`config.mk`:
```
export PLATFORM = sky130hd
export DESIGN_NAME = read_id_token_encoder_top
export DESIGN_NICKNAME = d
export VERILOG_FILES = /design/src/rtl/rite_pkg.sv /design/src/rtl/rite_ctrl.sv /design/src/rtl/rite_dp.sv /design/src/rtl/read_id_token_encoder_top.sv
export SDC_FILE = /design/constraint.sdc
export NUM_CORES = 2
export LEC_CHECK = 0
export ABC_AREA = 1
export BUFFER_PORTS_ARGS = -buffer_cell sky130_fd_sc_hd__buf_2
export CORE_AREA = 2 2 323 564
export CTS_CLUSTER_DIAMETER = 60
export DETAILED_ROUTE_END_ITERATION = 8
export DIE_AREA = 0 0 325 566
export PLACE_DENSITY_LB_ADDON = 0.1
export SLEW_MARGIN = 40
export SYNTH_ARGS = -nofsm -noshare
export SYNTH_HDL_FRONTEND = slang
export SYNTH_SLANG_ARGS = --single-unit
```
`constraint.sdc`:
```
create_clock -name clk -period 7.71 [get_ports clk]
set_clock_uncertainty 0.1 [all_clocks]
set_input_delay 0 -clock clk [delete_from_list [all_inputs] [get_ports clk]]
set_output_delay 0 -clock clk [all_outputs]
set_load 0.01 [all_outputs]
```
`src/rtl/rite_pkg.sv`:
```
// types, constants and character helpers for the read id token encoder
// shared by rite_ctrl, rite_dp and read_id_token_encoder_top; no dependencies
package rite_pkg;

  // fixed widths of the item fields and of the scalar state
  localparam int CharW  = 8;
  localparam int PosW   = 6;
  localparam int TokW   = 7;
  localparam int ValW   = 30;
  localparam int SelW   = 3;
  localparam int ErrW   = 2;
  localparam int AddrW  = 7;
  localparam logic [ValW-1:0] NumLimit = ValW'(1 << 26);

  // stream selector codes
  localparam logic [SelW-1:0] SelType  = 3'd0;
  localparam logic [SelW-1:0] SelStr   = 3'd2;
  localparam logic [SelW-1:0] SelChar  = 3'd3;
  localparam logic [SelW-1:0] SelDig   = 3'd4;
  localparam logic [SelW-1:0] SelDelta = 3'd5;

  // token type codes
  localparam logic [ValW-1:0] TypString = 30'd2;
  localparam logic [ValW-1:0] TypChar   = 30'd3;
  localparam logic [ValW-1:0] TypDigits = 30'd4;
  localparam logic [ValW-1:0] TypDelta  = 30'd5;
  localparam logic [ValW-1:0] TypMatch  = 30'd8;
  localparam logic [ValW-1:0] TypEnd    = 30'd10;

  // error codes
  localparam logic [ErrW-1:0] ErrNone = 2'd0;
  localparam logic [ErrW-1:0] ErrToks = 2'd1;
  localparam logic [ErrW-1:0] ErrLen  = 2'd2;

  // token classes
  localparam logic [2:0] ClNone   = 3'd0;
  localparam logic [2:0] ClLetter = 3'd1;
  localparam logic [2:0] ClZero   = 3'd2;
  localparam logic [2:0] ClNum    = 3'd3;
  localparam logic [2:0] ClSingle = 3'd4;

  typedef enum logic [4:0] {
    S_IDLE, S_DISP, S_EXT, S_NEWRD, S_NEWUSE, S_ENDCHK, S_CL, S_CL_AFTER,
    S_CL_STR, S_STR_LOOP, S_STR_WT, S_NUM_F, S_NUM_RD, S_NUM_STEP, S_NUM_DEC,
    S_NUM_V, S_CL_CH, S_CH_V, S_CL_FIN, S_PSRD, S_PSLD, S_END, S_COPY,
    S_COPY_WR, S_END_FIN, S_ERR, S_FLUSH
  } state_t;

  typedef enum logic [1:0] {R_OPEN, R_ENDCHK, R_END, R_FLUSH} ret_t;

  // previous-id read address select
  typedef enum logic [2:0] {PRD_NONE, PRD_EXT, PRD_PS, PRD_AFTER, PRD_DIG} prd_t;

  // result kinds
  typedef enum logic [3:0] {
    EM_ERR_TOK, EM_ERR_LEN, EM_TYPE_MATCH, EM_TYPE_STRING, EM_TYPE_CHAR,
    EM_TYPE_DIGITS, EM_TYPE_DELTA, EM_TYPE_END, EM_STR_CUR, EM_STR_ZERO,
    EM_STR_NUL, EM_CHAR, EM_DIGITS, EM_DELTA
  } em_t;

  typedef struct packed {
    logic cur_wr;
    logic ext_do;
    logic open_new;
    logic cap_open;
    logic cap_single;
    logic clr_open;
    logic after_latch;
    logic f_latch;
    logic dig_step;
    logic k_clr;
    logic k_inc;
    logic pts_rd;
    logic ps_load;
    logic pts_wr;
    logic copy_rd;
    logic str_rd;
    logic copy_wr;
    logic end_fin;
    logic new_id;
    logic set_drop;
    logic clr_drop;
    logic emit;
    logic flush;
    prd_t prd;
    em_t  em;
  } cmd_t;

  typedef struct packed {
    logic       drop;
    logic       has;
    logic       ends;
    logic       pos_full;
    logic       extend;
    logic       open;
    logic       single;
    logic       tok_full;
    logic [2:0] ccls;
    logic       full_same;
    logic       k_done;
    logic       copy_done;
    logic       nonempty;
    logic       f_ok;
    logic       dig_more;
    logic       num_match;
    logic       delta_ok;
    logic       cmatch_nz;
    logic       can_emit;
    logic       held_v;
  } sts_t;

  function automatic logic is_letter(input logic [CharW-1:0] c);
    logic [CharW-1:0] l;
    l = c | 8'h20;
    return (l >= 8'h61) && (l <= 8'h7a);
  endfunction

  function automatic logic is_dig(input logic [CharW-1:0] c);
    return (c >= 8'h30) && (c <= 8'h39);
  endfunction

  function automatic logic [2:0] char_class(input logic [CharW-1:0] c);
    logic [2:0] r;
    if (is_letter(c)) r = ClLetter;
    else if (c == 8'h30) r = ClZero;
    else if (is_dig(c)) r = ClNum;
    else r = ClNone;
    return r;
  endfunction

endpackage

```
`src/rtl/rite_ctrl.sv`:
```
// sequencer of the read id token encoder: walks each item through its steps
// depends on rite_pkg; drives rite_dp through cmd_t and reads sts_t
module rite_ctrl import rite_pkg::*; (
  input  logic clk,
  input  logic rst,
  input  logic in_fire,
  input  sts_t sts,
  output cmd_t cmd,
  output logic in_ready
);

  state_t state, state_next;
  ret_t   ret, ret_next;

  // state and return registers
  always_ff @(posedge clk) begin
    if (rst) begin
      state <= S_IDLE;
      ret   <= R_FLUSH;
    end else begin
      state <= state_next;
      ret   <= ret_next;
    end
  end

  // next state and commands
  always_comb begin
    cmd        = '0;
    cmd.prd    = PRD_NONE;
    cmd.em     = EM_TYPE_MATCH;
    state_next = state;
    ret_next   = ret;
    in_ready   = 1'b0;
    unique case (state)
      S_IDLE: begin
        in_ready = 1'b1;
        if (in_fire) state_next = S_DISP;
      end
      S_DISP: begin
        if (sts.drop) begin
          if (sts.ends) begin
            cmd.new_id   = 1'b1;
            cmd.clr_drop = 1'b1;
            ret_next     = R_FLUSH;
            state_next   = S_PSRD;
          end else begin
            state_next = S_IDLE;
          end
        end else if (sts.has) begin
          if (sts.pos_full) begin
            if (sts.can_emit) begin
              cmd.emit   = 1'b1;
              cmd.em     = EM_ERR_LEN;
              state_next = S_ERR;
            end
          end else begin
            cmd.cur_wr = 1'b1;
            if (sts.extend) begin
              cmd.prd    = PRD_EXT;
              state_next = S_EXT;
            end else if (sts.open) begin
              cmd.cap_open = 1'b1;
              cmd.clr_open = 1'b1;
              ret_next     = R_OPEN;
              state_next   = S_CL;
            end else begin
              state_next = S_NEWRD;
            end
          end
        end else begin
          state_next = S_ENDCHK;
        end
      end
      S_EXT: begin
        cmd.ext_do = 1'b1;
        state_next = S_ENDCHK;
      end
      S_NEWRD: begin
        cmd.prd    = PRD_PS;
        state_next = S_NEWUSE;
      end
      S_NEWUSE: begin
        if (sts.single) begin
          cmd.cap_single = 1'b1;
          ret_next       = R_ENDCHK;
          state_next     = S_CL;
        end else begin
          cmd.open_new = 1'b1;
          state_next   = S_ENDCHK;
        end
      end
      S_ENDCHK: begin
        if (!sts.ends) begin
          state_next = S_FLUSH;
        end else if (sts.open) begin
          cmd.cap_open = 1'b1;
          cmd.clr_open = 1'b1;
          ret_next     = R_END;
          state_next   = S_CL;
        end else begin
          state_next = S_END;
        end
      end
      // token close
      S_CL: begin
        if (sts.tok_full) begin
          if (sts.can_emit) begin
            cmd.emit   = 1'b1;
            cmd.em     = EM_ERR_TOK;
            state_next = S_ERR;
          end
        end else begin
          cmd.prd    = PRD_AFTER;
          state_next = S_CL_AFTER;
        end
      end
      S_CL_AFTER: begin
        cmd.after_latch = 1'b1;
        if (sts.ccls == ClNum) begin
          cmd.prd    = PRD_PS;
          state_next = S_NUM_F;
        end else if (sts.ccls == ClSingle) begin
          state_next = S_CL_CH;
        end else begin
          state_next = S_CL_STR;
        end
      end
      S_CL_STR: begin
        if (sts.can_emit) begin
          cmd.emit = 1'b1;
          if (sts.full_same) begin
            cmd.em     = EM_TYPE_MATCH;
            state_next = S_CL_FIN;
          end else begin
            cmd.em     = EM_TYPE_STRING;
            cmd.k_clr  = 1'b1;
            state_next = S_STR_LOOP;
          end
        end
      end
      S_STR_LOOP: begin
        if (sts.k_done) begin
          if (sts.can_emit) begin
            cmd.emit   = 1'b1;
            cmd.em     = EM_STR_NUL;
            state_next = S_CL_FIN;
          end
        end else if (sts.ccls == ClLetter) begin
          cmd.str_rd = 1'b1;
          state_next = S_STR_WT;
        end else if (sts.can_emit) begin
          cmd.emit  = 1'b1;
          cmd.em    = EM_STR_ZERO;
          cmd.k_inc = 1'b1;
        end
      end
      S_STR_WT: begin
        if (sts.can_emit) begin
          cmd.emit   = 1'b1;
          cmd.em     = EM_STR_CUR;
          cmd.k_inc  = 1'b1;
          state_next = S_STR_LOOP;
        end
      end
      S_NUM_F: begin
        cmd.f_latch = 1'b1;
        if (sts.nonempty && sts.f_ok) state_next = S_NUM_RD;
        else state_next = S_NUM_DEC;
      end
      S_NUM_RD: begin
        cmd.prd    = PRD_DIG;
        state_next = S_NUM_STEP;
      end
      S_NUM_STEP: begin
        if (sts.dig_more) begin
          cmd.dig_step = 1'b1;
          state_next   = S_NUM_RD;
        end else begin
          state_next = S_NUM_DEC;
        end
      end
      S_NUM_DEC: begin
        if (sts.can_emit) begin
          cmd.emit = 1'b1;
          if (sts.num_match) begin
            cmd.em     = EM_TYPE_MATCH;
            state_next = S_CL_FIN;
          end else begin
            cmd.em     = sts.delta_ok ? EM_TYPE_DELTA : EM_TYPE_DIGITS;
            state_next = S_NUM_V;
          end
        end
      end
      S_NUM_V: begin
        if (sts.can_emit) begin
          cmd.emit   = 1'b1;
          cmd.em     = sts.delta_ok ? EM_DELTA : EM_DIGITS;
          state_next = S_CL_FIN;
        end
      end
      S_CL_CH: begin
        if (sts.can_emit) begin
          cmd.emit = 1'b1;
          if (sts.cmatch_nz) begin
            cmd.em     = EM_TYPE_MATCH;
            state_next = S_CL_FIN;
          end else begin
            cmd.em     = EM_TYPE_CHAR;
            state_next = S_CH_V;
          end
        end
      end
      S_CH_V: begin
        if (sts.can_emit) begin
          cmd.emit   = 1'b1;
          cmd.em     = EM_CHAR;
          state_next = S_CL_FIN;
        end
      end
      S_CL_FIN: begin
        cmd.pts_wr = 1'b1;
        state_next = S_PSRD;
      end
      // reload the previous start of the current token index
      S_PSRD: begin
        cmd.pts_rd = 1'b1;
        state_next = S_PSLD;
      end
      S_PSLD: begin
        cmd.ps_load = 1'b1;
        unique case (ret)
          R_OPEN:   state_next = S_NEWRD;
          R_ENDCHK: state_next = S_ENDCHK;
          R_END:    state_next = S_END;
          R_FLUSH:  state_next = S_FLUSH;
          default:  state_next = S_FLUSH;
        endcase
      end
      // end of id: END symbol, then copy into the previous id
      S_END: begin
        if (sts.can_emit) begin
          cmd.emit   = 1'b1;
          cmd.em     = EM_TYPE_END;
          cmd.k_clr  = 1'b1;
          state_next = S_COPY;
        end
      end
      S_COPY: begin
        if (sts.copy_done) begin
          state_next = S_END_FIN;
        end else begin
          cmd.copy_rd = 1'b1;
          state_next  = S_COPY_WR;
        end
      end
      S_COPY_WR: begin
        cmd.copy_wr = 1'b1;
        cmd.k_inc   = 1'b1;
        state_next  = S_COPY;
      end
      S_END_FIN: begin
        cmd.end_fin = 1'b1;
        cmd.new_id  = 1'b1;
        ret_next    = R_FLUSH;
        state_next  = S_PSRD;
      end
      S_ERR: begin
        if (sts.ends) begin
          cmd.new_id = 1'b1;
          ret_next   = R_FLUSH;
          state_next = S_PSRD;
        end else begin
          cmd.set_drop = 1'b1;
          state_next   = S_FLUSH;
        end
      end
      S_FLUSH: begin
        if (!sts.held_v) begin
          state_next = S_IDLE;
        end else if (sts.can_emit) begin
          cmd.flush  = 1'b1;
          state_next = S_IDLE;
        end
      end
      default: state_next = S_IDLE;
    endcase
  end

endmodule

```
`src/rtl/rite_dp.sv`:
```
// datapath of the read id token encoder: id stores, token state, result buffer
// depends on rite_pkg; controlled by rite_ctrl
module rite_dp import rite_pkg::*; #(
  parameter int MAX_ID_LEN = 60,
  parameter int MAX_TOKENS = 128
) (
  input  logic             clk,
  input  logic             rst,
  input  logic             in_fire,
  input  logic [7:0]       in_data,
  input  logic             in_last,
  input  logic             in_empty,
  input  cmd_t             cmd,
  output sts_t             sts,
  output logic             out_valid,
  input  logic             out_ready,
  output logic [SelW-1:0]  out_sel,
  output logic [TokW-1:0]  out_idx,
  output logic [ValW-1:0]  out_val,
  output logic             out_last,
  output logic [ErrW-1:0]  out_err
);

  localparam int Depth = MAX_ID_LEN + 1;
  localparam int Paw   = $clog2(Depth);
  localparam int Taw   = $clog2(MAX_TOKENS);

  // stores
  logic [CharW-1:0] pmem [Depth];
  logic [Depth-1:0] pvalid;
  logic [CharW-1:0] cmem [Depth];
  logic [PosW-1:0]  tmem [MAX_TOKENS];
  logic [MAX_TOKENS-1:0] tvalid;

  // latched item
  logic [CharW-1:0] ch;
  logic             lst, emp;

  // token state
  logic [TokW-1:0] tok;
  logic [PosW-1:0] pos, cpos, ostart, olen, omatch, ps, k;
  logic [2:0]      ocls;
  logic [ValW-1:0] numv, pd;
  logic            drop, nonempty;

  // closing token
  logic [2:0]       ccls;
  logic [PosW-1:0]  cstart, clen, cmatch;
  logic [CharW-1:0] cch, after;
  logic             flag;
  logic [AddrW-1:0] t;

  // read data
  logic [CharW-1:0] prv_q, cur_q;
  logic             prv_ok;
  logic [PosW-1:0]  pts_q;
  logic             pts_ok;
  logic [CharW-1:0] prd_data;

  // result buffer: held result and output register
  logic             hv;
  logic [SelW-1:0]  hsel;
  logic [TokW-1:0]  hidx;
  logic [ValW-1:0]  hval;
  logic [ErrW-1:0]  herr;
  logic             out_free;

  logic [2:0]       cls;
  logic             m;
  logic [AddrW-1:0] prd_a;
  logic [Paw-1:0]   pidx, cidx, pwidx;
  logic [Taw-1:0]   tidx;
  logic [SelW-1:0]  nsel;
  logic [ValW-1:0]  nval;
  logic [ErrW-1:0]  nerr;
  logic [ValW-1:0]  diff;
  logic [CharW-1:0] pw_data;

  assign cls      = char_class(ch);
  assign prd_data = prv_ok ? prv_q : 8'd0;
  assign m        = (ch == prd_data);
  assign diff     = numv - pd;
  assign out_free = !out_valid || out_ready;

  // previous-id read address
  always_comb begin
    case (cmd.prd)
      PRD_EXT:   prd_a = {1'b0, ps} + {1'b0, olen};
      PRD_AFTER: prd_a = {1'b0, ps} + {1'b0, clen};
      PRD_DIG:   prd_a = {1'b0, ps} + t;
      default:   prd_a = {1'b0, ps};
    endcase
  end
  assign pidx  = prd_a[Paw-1:0];
  assign cidx  = cmd.copy_rd ? k[Paw-1:0] : Paw'(cstart + k);
  assign tidx  = tok[Taw-1:0];
  assign pwidx = cmd.end_fin ? pos[Paw-1:0] : k[Paw-1:0];
  assign pw_data = cmd.end_fin ? 8'd0 : cur_q;

  // status to the sequencer
  always_comb begin
    sts.drop      = drop;
    sts.has       = !emp && (ch != 8'd0);
    sts.ends      = lst || emp;
    sts.pos_full  = 32'(pos) >= MAX_ID_LEN - 1;
    if (ocls == ClNum) sts.extend = is_dig(ch) && (numv < NumLimit);
    else sts.extend = (ocls != ClNone) && (cls == ocls);
    sts.open      = ocls != ClNone;
    sts.single    = cls == ClNone;
    sts.tok_full  = 32'(tok) + 1 > MAX_TOKENS - 2;
    sts.ccls      = ccls;
    sts.full_same = (cmatch == clen) &&
                    ((ccls == ClLetter) ? !is_letter(after) : (after != 8'h30));
    sts.k_done    = k == clen;
    sts.copy_done = k == pos;
    sts.nonempty  = nonempty;
    sts.f_ok      = is_dig(prd_data) && (prd_data != 8'h30);
    sts.dig_more  = is_dig(prd_data) && (pd < NumLimit);
    sts.num_match = flag && (cmatch == clen) && !is_dig(after);
    sts.delta_ok  = flag && nonempty && (numv > pd) && (diff < 30'd256);
    sts.cmatch_nz = cmatch != '0;
    sts.can_emit  = !hv || out_free;
    sts.held_v    = hv;
  end

  // input latch
  always_ff @(posedge clk) begin
    if (in_fire) begin
      ch  <= in_data;
      lst <= in_last;
      emp <= in_empty;
    end
  end

  // previous id store
  always_ff @(posedge clk) begin
    if (cmd.prd != PRD_NONE) begin
      prv_q  <= pmem[pidx];
      prv_ok <= (32'(prd_a) < Depth) && pvalid[pidx];
    end
    if (cmd.copy_wr || cmd.end_fin) pmem[pwidx] <= pw_data;
  end
  always_ff @(posedge clk) begin
    if (rst) pvalid <= '0;
    else if (cmd.copy_wr || cmd.end_fin) pvalid[pwidx] <= 1'b1;
  end

  // current id store
  always_ff @(posedge clk) begin
    if (cmd.cur_wr) cmem[pos[Paw-1:0]] <= ch;
    if (cmd.copy_rd || cmd.str_rd) cur_q <= cmem[cidx];
  end

  // previous token start store
  always_ff @(posedge clk) begin
    if (cmd.pts_wr) tmem[tidx] <= cstart;
    if (cmd.pts_rd) begin
      pts_q  <= tmem[tidx];
      pts_ok <= (32'(tok) < MAX_TOKENS) && tvalid[tidx];
    end
  end
  always_ff @(posedge clk) begin
    if (rst) begin
      tvalid <= '0;
    end else if (cmd.pts_wr) begin
      tvalid[tidx] <= 1'b1;
    end else if (cmd.end_fin) begin
      for (int i = 0; i < MAX_TOKENS; i++) begin
        if (i > 32'(tok)) tvalid[i] <= 1'b0;
      end
    end
  end

  // token and position state
  always_ff @(posedge clk) begin
    if (rst) begin
      tok      <= '0;
      pos      <= '0;
      ocls     <= ClNone;
      ostart   <= '0;
      olen     <= '0;
      omatch   <= '0;
      numv     <= '0;
      ps       <= '0;
      drop     <= 1'b0;
      nonempty <= 1'b0;
    end else begin
      if (cmd.cur_wr) begin
        cpos <= pos;
        pos  <= pos + 1'b1;
      end
      if (cmd.ext_do) begin
        omatch <= omatch + PosW'(m);
        olen   <= olen + 1'b1;
        if (ocls == ClNum)
          numv <= (numv << 3) + (numv << 1) + ValW'(ch - 8'h30);
      end
      if (cmd.open_new) begin
        ocls   <= cls;
        ostart <= cpos;
        olen   <= PosW'(1);
        omatch <= PosW'(m);
        numv   <= (cls == ClNum) ? ValW'(ch - 8'h30) : '0;
      end
      if (cmd.clr_open) ocls <= ClNone;
      if (cmd.pts_wr) tok <= tok + 1'b1;
      if (cmd.ps_load) ps <= pts_ok ? pts_q : '0;
      if (cmd.end_fin) nonempty <= pos != '0;
      if (cmd.set_drop) drop <= 1'b1;
      if (cmd.clr_drop) drop <= 1'b0;
      if (cmd.new_id) begin
        tok    <= '0;
        pos    <= '0;
        ocls   <= ClNone;
        ostart <= '0;
        olen   <= '0;
        omatch <= '0;
        numv   <= '0;
      end
    end
  end

  // closing token capture and number scan
  always_ff @(posedge clk) begin
    if (cmd.cap_open) begin
      ccls   <= ocls;
      cstart <= ostart;
      clen   <= olen;
      cmatch <= omatch;
      cch    <= 8'd0;
    end
    if (cmd.cap_single) begin
      ccls   <= ClSingle;
      cstart <= cpos;
      clen   <= PosW'(1);
      cmatch <= PosW'(m);
      cch    <= ch;
    end
    if (cmd.after_latch) after <= prd_data;
    if (cmd.f_latch) begin
      flag <= !nonempty || sts.f_ok;
      pd   <= (nonempty && sts.f_ok) ? ValW'(prd_data - 8'h30) : '0;
      t    <= AddrW'(1);
    end
    if (cmd.dig_step) begin
      pd <= (pd << 3) + (pd << 1) + ValW'(prd_data - 8'h30);
      t  <= t + 1'b1;
    end
    if (cmd.k_clr) k <= '0;
    else if (cmd.k_inc) k <= k + 1'b1;
  end

  // new result fields
  always_comb begin
    nsel = SelType;
    nval = '0;
    nerr = ErrNone;
    case (cmd.em)
      EM_ERR_TOK:     nerr = ErrToks;
      EM_ERR_LEN:     nerr = ErrLen;
      EM_TYPE_MATCH:  nval = TypMatch;
      EM_TYPE_STRING: nval = TypString;
      EM_TYPE_CHAR:   nval = TypChar;
      EM_TYPE_DIGITS: nval = TypDigits;
      EM_TYPE_DELTA:  nval = TypDelta;
      EM_TYPE_END:    nval = TypEnd;
      EM_STR_CUR:  begin nsel = SelStr;   nval = ValW'(cur_q); end
      EM_STR_ZERO: begin nsel = SelStr;   nval = ValW'(8'h30); end
      EM_STR_NUL:  begin nsel = SelStr;   nval = '0;           end
      EM_CHAR:     begin nsel = SelChar;  nval = ValW'(cch);   end
      EM_DIGITS:   begin nsel = SelDig;   nval = numv;         end
      EM_DELTA:    begin nsel = SelDelta; nval = diff;         end
      default:     nval = '0;
    endcase
  end

  // held result and output register
  always_ff @(posedge clk) begin
    if (rst) begin
      hv        <= 1'b0;
      out_valid <= 1'b0;
    end else begin
      if ((cmd.emit && hv) || cmd.flush) begin
        out_valid <= 1'b1;
        out_sel   <= hsel;
        out_idx   <= hidx;
        out_val   <= hval;
        out_err   <= herr;
        out_last  <= cmd.flush;
      end else if (out_ready) begin
        out_valid <= 1'b0;
      end
      if (cmd.emit) begin
        hv   <= 1'b1;
        hsel <= nsel;
        hidx <= tok + 1'b1;
        hval <= nval;
        herr <= nerr;
      end else if (cmd.flush) begin
        hv <= 1'b0;
      end
    end
  end

endmodule

```
`src/rtl/read_id_token_encoder_top.sv`:
```
// read id token encoder: top level joining sequencer and datapath
// depends on rite_pkg, rite_ctrl and rite_dp
//
// Use: one character of a read id per input beat on s_*; s_tlast marks the
// final character, s_tuser=1 is an empty id (or ends the id in progress).
// Each beat produces zero or more result beats on m_*; m_tlast marks the
// final result of an input beat. Results are symbols MATCH, STRING (bytes
// and a NUL), CHAR, DIGITS, DELTA and END per token, or one error result.
// Flow: one beat at a time; s_tready is high only while the sequencer is
// idle. Closing a token emits its symbols, reading each letter of a string
// from the current-id store before it is emitted; a number scans the
// previous id digit by digit, and an id end copies the id into the
// previous-id store character by character. The single-port id and
// token-start memories have registered reads, one access per sequencer step.
// Reset: previous id empty, token starts zero, no token open.
// Stall: a result waits in the output register while m_tready is low; the
// sequencer holds when both the output register and its held beat are full.
module read_id_token_encoder_top import rite_pkg::*; #(
  parameter int MAX_ID_LEN = 60,
  parameter int MAX_TOKENS = 128
) (
  input  logic        clk,
  input  logic        rst,
  input  logic        s_tvalid,
  output logic        s_tready,
  input  logic [7:0]  s_tdata,   // [7:0] id_char
  input  logic        s_tlast,   // last_char
  input  logic        s_tuser,   // empty_id
  output logic        m_tvalid,
  input  logic        m_tready,
  output logic [39:0] m_tdata,   // [6:0] token_index, [36:7] value, rest zero
  output logic        m_tlast,   // last_of_run
  output logic [4:0]  m_tuser    // [2:0] stream_sel, [4:3] error
);

  cmd_t             cmd;
  sts_t             sts;
  logic             in_fire;
  logic [SelW-1:0]  sel;
  logic [TokW-1:0]  idx;
  logic [ValW-1:0]  val;
  logic [ErrW-1:0]  err;

  assign in_fire = s_tvalid && s_tready;

  rite_ctrl u_ctrl (
    .clk      (clk),
    .rst      (rst),
    .in_fire  (in_fire),
    .sts      (sts),
    .cmd      (cmd),
    .in_ready (s_tready)
  );

  rite_dp #(
    .MAX_ID_LEN (MAX_ID_LEN),
    .MAX_TOKENS (MAX_TOKENS)
  ) u_dp (
    .clk       (clk),
    .rst       (rst),
    .in_fire   (in_fire),
    .in_data   (s_tdata),
    .in_last   (s_tlast),
    .in_empty  (s_tuser),
    .cmd       (cmd),
    .sts       (sts),
    .out_valid (m_tvalid),
    .out_ready (m_tready),
    .out_sel   (sel),
    .out_idx   (idx),
    .out_val   (val),
    .out_last  (m_tlast),
    .out_err   (err)
  );

  // beat packing
  assign m_tdata = {3'b000, val, idx};
  assign m_tuser = {err, sel};

endmodule

```
### Yosys cells after proc, flatten, opt, wreduce, memory -nomap -nowiden

Memories as Yosys holds them, arrays and structs flattened. A register that Yosys moved wholly into a read port is not among the register bits.
Cells that the tools add are included.

| storage, ports and cells | value |
|---|---|
| output and inout port bits | 48 |
| memories kept | 3 |
| logic and storage cells | 1040 |
| register bits after elaboration | 454 |
| RAM bits | 1744 |

| cells by class | value |
|---|---|
| $lt $le $gt $ge | 149 |
| mux-type cells | 303 |
| bitwise logic cells | 3 |
| equality and inequality tests | 73 |
| reduce and logical (&&, ||, !) cells | 320 |
| add/subtract/negate cells | 18 |

Memories:

| memory | depth | bits a word | rd ports | clocked after Yosys merged registers in | write ports | line | RTL |
|---|---|---|---|---|---|---|---|
| u_dp.tmem | 128 | 6 | 1 | 1 | 1 | rite_dp.sv:32 | `logic [PosW-1:0] tmem [MAX_TOKENS];` |
| u_dp.cmem | 61 | 8 | 1 | 1 | 1 | rite_dp.sv:31 | `logic [CharW-1:0] cmem [Depth];` |
| u_dp.pmem | 61 | 8 | 1 | 1 | 1 | rite_dp.sv:29 | `logic [CharW-1:0] pmem [Depth];` |

Operators by type and width:

| operator | count |
|---|---|
| $gt 7x7->1 const A | 64 |
| $pmux 30 s11 | 1 |
| $reduce_bool 2->1 | 134 |
| $reduce_and 2->1 | 131 |
| $mux 127 | 2 |
| $gt 6x7->1 const A | 32 |
| $mux 30 | 7 |
| $mux 1 | 199 |
| $or 128x128->128 | 1 |
| $pmux 5 s25 | 1 |
| $add 30x30->30 | 4 |
| $mux 5 | 24 |
| $gt 5x7->1 const A | 16 |
| $or 61x61->61 | 1 |
| $lt 30x27->1 const B | 2 |
| $gt 4x7->1 const A | 8 |
| $eq 5x5->1 const B | 11 |
| $mux 4 | 13 |
| $mux 2 | 23 |
| $eq 5x4->1 const B | 8 |
| $pmux 4 s10 | 1 |
| $gt 32x7->1 const B | 1 |
| $mux 8 | 4 |
| $gt 30x30->1 | 1 |
| 76 further kinds | 177 |

### Logic depth before layout (Yosys ltp)

| depth | value |
|---|---|
| depth in word-level cells | 18 |
| gate-level depth with buffers | 32 |

### Hierarchy

Synthesis repeated with hierarchy kept, for this count alone.

| unflattened totals | value |
|---|---|
| cells, all modules | 9348 |
| area, all modules | 98528.2 µm² |

By module, submodules not included:

| module | cells each | area each (µm²) | times used |
|---|---|---|---|
| rite_dp | 8988 | 96727.8 | 1 |
| rite_ctrl | 354 | 1766.7 | 1 |
| read_id_token_encoder_top | 6 | 33.8 | 1 |

### Least setup slack after synthesis

No wires, ideal clock.

| path | value |
|---|---|
| kind | flip-flop to flip-flop |
| start point | reg u_dp.ch[4] |
| end point | reg u_dp.numv[28] |
| clock period less this slack | 5339 ps |
| cell stages (with the launch flop) | 19 |
| setup slack | 2371 ps |
| buffers on the path | 0 |
| arrival | 5169 ps |
| data required time | 7540 ps |
| setup time | 70 ps |
| path through | edfxtp_1 -> ha_1 -> nor2_1 -> fa_1 -> ha_1 -> inv_1 -> nor3_1 -> nand4_1 -> o21ai_0 -> a21oi_1 -> inv_1 -> a21oi_1 -> o21ai_0 -> nand2_1 -> a21oi_1 -> nor2_1 -> nand2_1 -> nand3_1 -> a21oi_1 |

| on the way | value |
|---|---|
| cells in the longest elaborated chain, start to end | 10 |

RTL lines:

| item | line | RTL |
|---|---|---|
| start, declared | rite_dp.sv:36 | `logic [CharW-1:0] ch;` |
| start signal, assigned | rite_dp.sv:129 | `ch <= in_data;` |
| parallel branches: the longest is 10 deep, another holds $add 30x30->30 | - |  |
| end signal, assigned | rite_dp.sv:196 | `numv <= (numv << 3) + (numv << 1) + ValW'(ch - 8'h30);` |
| end signal, assigned | rite_dp.sv:203 | `numv <= (cls == ClNum) ? ValW'(ch - 8'h30) : '0;` |
| end, declared | rite_dp.sv:43 | `logic [ValW-1:0] numv, pd;` |

Parallel ways; which one is timed is not known. The select of a mux whose other input is x is not followed.
A chain may end at the register's enable or synchronous reset.

### Final worst setup path

| path | value |
|---|---|
| start point | reg u_dp.tok[4], in the netlist u_dp.tidx[4] |
| end point | reg u_dp.prv_q[5], read port of u_dp.pmem, data pin |

| on the way | value |
|---|---|
| cells in the longest elaborated chain, start to end | 6 |

RTL lines:

| item | line | RTL |
|---|---|---|
| start, declared | rite_dp.sv:40 | `logic [TokW-1:0] tok;` |
| start signal, assigned | rite_dp.sv:206 | `if (cmd.pts_wr) tok <= tok + 1'b1;` |
| $add 7x1->8 * | rite_dp.sv:110 | `sts.tok_full = 32'(tok) + 1 > MAX_TOKENS - 2;` |
| $gt 32x7->1 * | rite_dp.sv:110 |  |
| $mux 2 * | rite_ctrl.sv:106 | `if (sts.tok_full) begin` |
| $pmux 3 s5 * | rite_ctrl.sv:34 | `unique case (state)` |
| $eq 3x3->1, or another cell as far along | rite_dp.sv:87 | `case (cmd.prd)` |
| $pmux 7 s3 | rite_dp.sv:87 |  |
| end, declared | rite_dp.sv:54 | `logic [CharW-1:0] prv_q, cur_q;` |

Mark *: on every way between the ends. The rest lies on a longest branch, timed or not.

==> qor.yml <==
grt:
  first_global_vias: 70530
  grt_use_total: 0.341
  overflow: 0
  grt_pass1_wl_um: 464000
  antenna_found_initial: 7
  grt_max_degree: 165
yosys:
  avgSynthCellArea_sq_um: 10.8
  synth_edf_count: 1930
  yosysWarnings: 0
  ys_top_cells_by_area: "edfxtp_1 59%, dfxtp_1 5.9%, nand2_1 5.0%, nor2_1 4.9%, o21ai_0 4.0%"
  yosysTopAreaCellShare: 0.590
  synth_cells: 9109
  yosysTopAreaCell: "edfxtp_1"
  ys_ff_latch: 2219
  synth_ff_type: "edfxtp_1"
  yosysSeqAreaShare: 0.649
  async_flop_share: 0
  ys_types: 68
  netlist_area_sq_mm: 0.0982
floorplan:
  std_cell_rows: 206
  start_util: 0.547
  die_height_um: 566
  fp.dieArea_sq_mm: 0.184
  die_w_um: 325
  boundaryPins: 62
  core_sq_mm: 0.180
setup_path:
  end_kind: "flip-flop"
  critPathSlowestCell: "dfxtp_1"
  critical_path_class: "reg2reg"
  crit_chain: "nand2_2 > buf_4 > nor2_1 > nand2_1 > nand3_2 > nand2_1 > inv_2 > nand2_1 > o211ai_1 > ha_1 > nand3_1 > and2_1 > inv_1 > or2_2 > nand3_1 > o21ai_2 > nand2_1 > clkinv_1 > nand2_1 > nand3_1 > nor2_1 > nor2_1"
  cp.arrival_ns: 6.36
  crit_fanout: 15
  start_kind: "flip-flop"
  cpMostUsedCell: "nand2_1"
  cp.required_ns: 8.20
  crit_start: "u_dp.tidx[4]"
  cpPeakStageDelay_ns: 0.84
  r2r_start: "u_dp.tidx[4]"
  r2r_cells: 22
sta:
  fin_setup_tns_ns: 0
  tightest_slew_ns: 0.996
  setup_ws_ns: 1.84
  hold_viol_final: 0
  rsz0062_at_grt: "false"
  maxSlewHeadroom: 0.333
  period_share: 0.761
  period_needed_ns: 5.87
  setup_viol_count_final: 0
  slew_viol_final: 0
  clock.fmax_ghz: 0.171
detailed_routing:
  drtIter0Drc: 7423
  first_pass_iters: 7
  num_vias: 71275
  routed_via_density: 6.10
  drc: 0
  wl_um: 318000
  wl_per_cell_um: 27.3
  ant_nets: 0
power_and_ir_drop:
  comb_power_share: 0.180
  p_int_mw: 20.6
  p_sw_mw: 8.51
  sw_frac_of_total: 0.293
  ir_drop_mv: 0.325
  clockPowerShare: 0.351
  p_leak_nw: 38.8
  pwr_density_cell_mw_per_mm2: 268
  p_seq_frac: 0.469
cts:
  postCtsResizedCells: 0
  h-tree-depth: 4
  cts_tree: "built"
  cts_buffers: 203
  clock-sinks: 2219
  root_buffer: "clkbuf_16"
  cts.clk_slew.worst_paths_ns: 0.07
  clock_latency_ns: 0.88
  cts_buffer_depth: 4
hold_path:
  whs_path_depth: 3
  worstHoldStart: "rst"
  worstHoldPathType: "in2reg"
layout:
  fin_nets: 9314
  fillCellCount: 14918
  area_delta_synth_final_pct: 10.4
  fin_util: 0.603
  drive_gt1_frac: 0.0789
  fin_cells: 11680
job:
  cap_violations: 0
placement:
  gp_congestion: 1.04
  dp_hpwl_um: 211000
  post-place-ws_ns: 1.98
  dp_cells: 11284
  io_buffers: 58
status:
  status: "finished clean"
state kept, by name, indices dropped and copies added (netlist names), 7 cells and up:
signal / flops
u_dp.tmem: 768
u_dp.cmem: 488
u_dp.pmem: 488
u_dp.tvalid: 128
u_dp.pvalid: 61
u_dp.hval: 30
u_dp.numv: 30
u_dp.out_val: 30
u_dp.pd: 30
u_dp.after: 8
u_dp.cch: 8
u_dp.ch: 8
u_dp.cur_q: 8
u_dp.prv_q: 8
u_dp.hidx: 7
u_dp.out_idx: 7
u_dp.t: 7
u_dp.tidx: 7
routing by layer:
layer | GRT usage | part of all wire
met5 | 0 | 0.00010
met4 | 0.246 | 0.086
met3 | 0.0472 | 0.065
met2 | 0.594 | 0.50
met1 | 0.383 | 0.35
repair_timing:
item                      in CTS  in global routing
hold buffers                  25                  0
hold endpoints to repair      89                  0
buffers inserted               0                  0
cell type report:
class | count | area [sq um] | share of cell area
clock inverter | 100 | 1110 | 0.0102
tap | 2392 | 2990 | 0.0276
clock buffer | 265 | 5490 | 0.0506
multi-input combinational | 5591 | 29900 | 0.276
timing repair buffer | 243 | 1910 | 0.0176
sequential | 2219 | 63700 | 0.588
antenna | 3 | 7.51 | 0.0000693
inverter | 867 | 3260 | 0.0301
critical path, delay by kind of cell, from the launching register on:
family	cells	cell delay [ns]
simple gates	15	3.08
flops	1	0.84
compound gates	2	0.36
fa+ha+maj	1	0.29
buf+inv	4	0.90
logic make-up (layout without fill, tap and decap cells):
family                   after synthesis  after routing  synth area share
AO/OA/AOI/OAI                       2085           2085             0.131
XOR/XNOR                              51             51           0.00455
AND/OR/NAND/NOR                     3269           3269             0.137
adder cells (fa/ha/maj)              175            175            0.0267
other                                  1             14         0.0000382
flip-flops                          2219           2219             0.649
buffers and inverters               1309           1475            0.0526
power by group through the flow:
| stage | logic (mW) | clock network [mW] | registers [mW] |
|---|---|---|---|
| final | 5.24 | 10.2 | 13.6 |
| after global routing | 5.66 | 10.7 | 13.6 |
| after CTS | 5.18 | 10.3 | 13.6 |
| after detailed placement | 5.14 | 0 | 13.9 |
| after global placement | 5.07 | 0 | 13.9 |
| after floorplan | 3.13 | 0 | 14.0 |
synth_stat cells (all sizes together) (32+ instances only):
master / instances
a211oi: 46
a21oi: 338
a221oi: 112
a22o: 36
a22oi: 92
a31oi: 51
buf: 154
clkbuf: 288
dfxtp: 289
edfxtp: 1930
fa: 57
ha: 118
inv: 854
nand2: 1320
nand3: 370
nand4: 72
nor2: 1280
nor3: 154
o211ai: 255
o21a: 72
o21ai: 908
o21bai: 38
or2: 32
worst paths after layout:
kind	end	slack, ns
worst min register to register	u_dp.out_sel[0]	0.32
worst max register to register	u_dp.prv_q[5]	1.84
worst max-delay path	u_dp.prv_q[5]	1.84
worst min-delay path	u_dp.tvalid[6]	0.20
through the flow:
| step | cell area [sq um] | total power, mW | hold slack, ns |
|---|---|---|---|
| final | 108000 | 29.1 | 0.199 |
| after global routing | 108000 | 30.0 | 0.196 |
| after CTS | 108000 | 29.1 | 0.140 |
| after detailed placement | 101000 | 19.0 | 0.0781 |
| after global placement | 101000 | 19.0 | 0.0776 |
| after floorplan | 98200 | 17.1 | -0.00113 |
cells in the final DEF, fill, tap and decap left out, drive strengths merged, types with 38 or more instances in the layout:
| cell | netlist | final |
|---|---|---|
| o211ai | 255 | 255 |
| clkinv | 13 | 74 |
| nor3 | 154 | 154 |
| a221oi | 112 | 112 |
| a211oi | 46 | 46 |
| nand3 | 370 | 370 |
| a22oi | 92 | 92 |
| buf | 154 | 217 |
| nor2 | 1280 | 1280 |
| a21oi | 338 | 338 |
| fa | 57 | 57 |
| o21a | 72 | 72 |
| nand2 | 1320 | 1320 |
| inv | 854 | 862 |
| o21ai | 908 | 908 |
| edfxtp | 1930 | 1930 |
| o21bai | 38 | 38 |
| a31oi | 51 | 51 |
| clkbuf | 288 | 266 |
| dfxtp | 289 | 289 |
| nand4 | 72 | 72 |
| ha | 118 | 118 |
No activity file was read; power rests on OpenSTA's default activity.
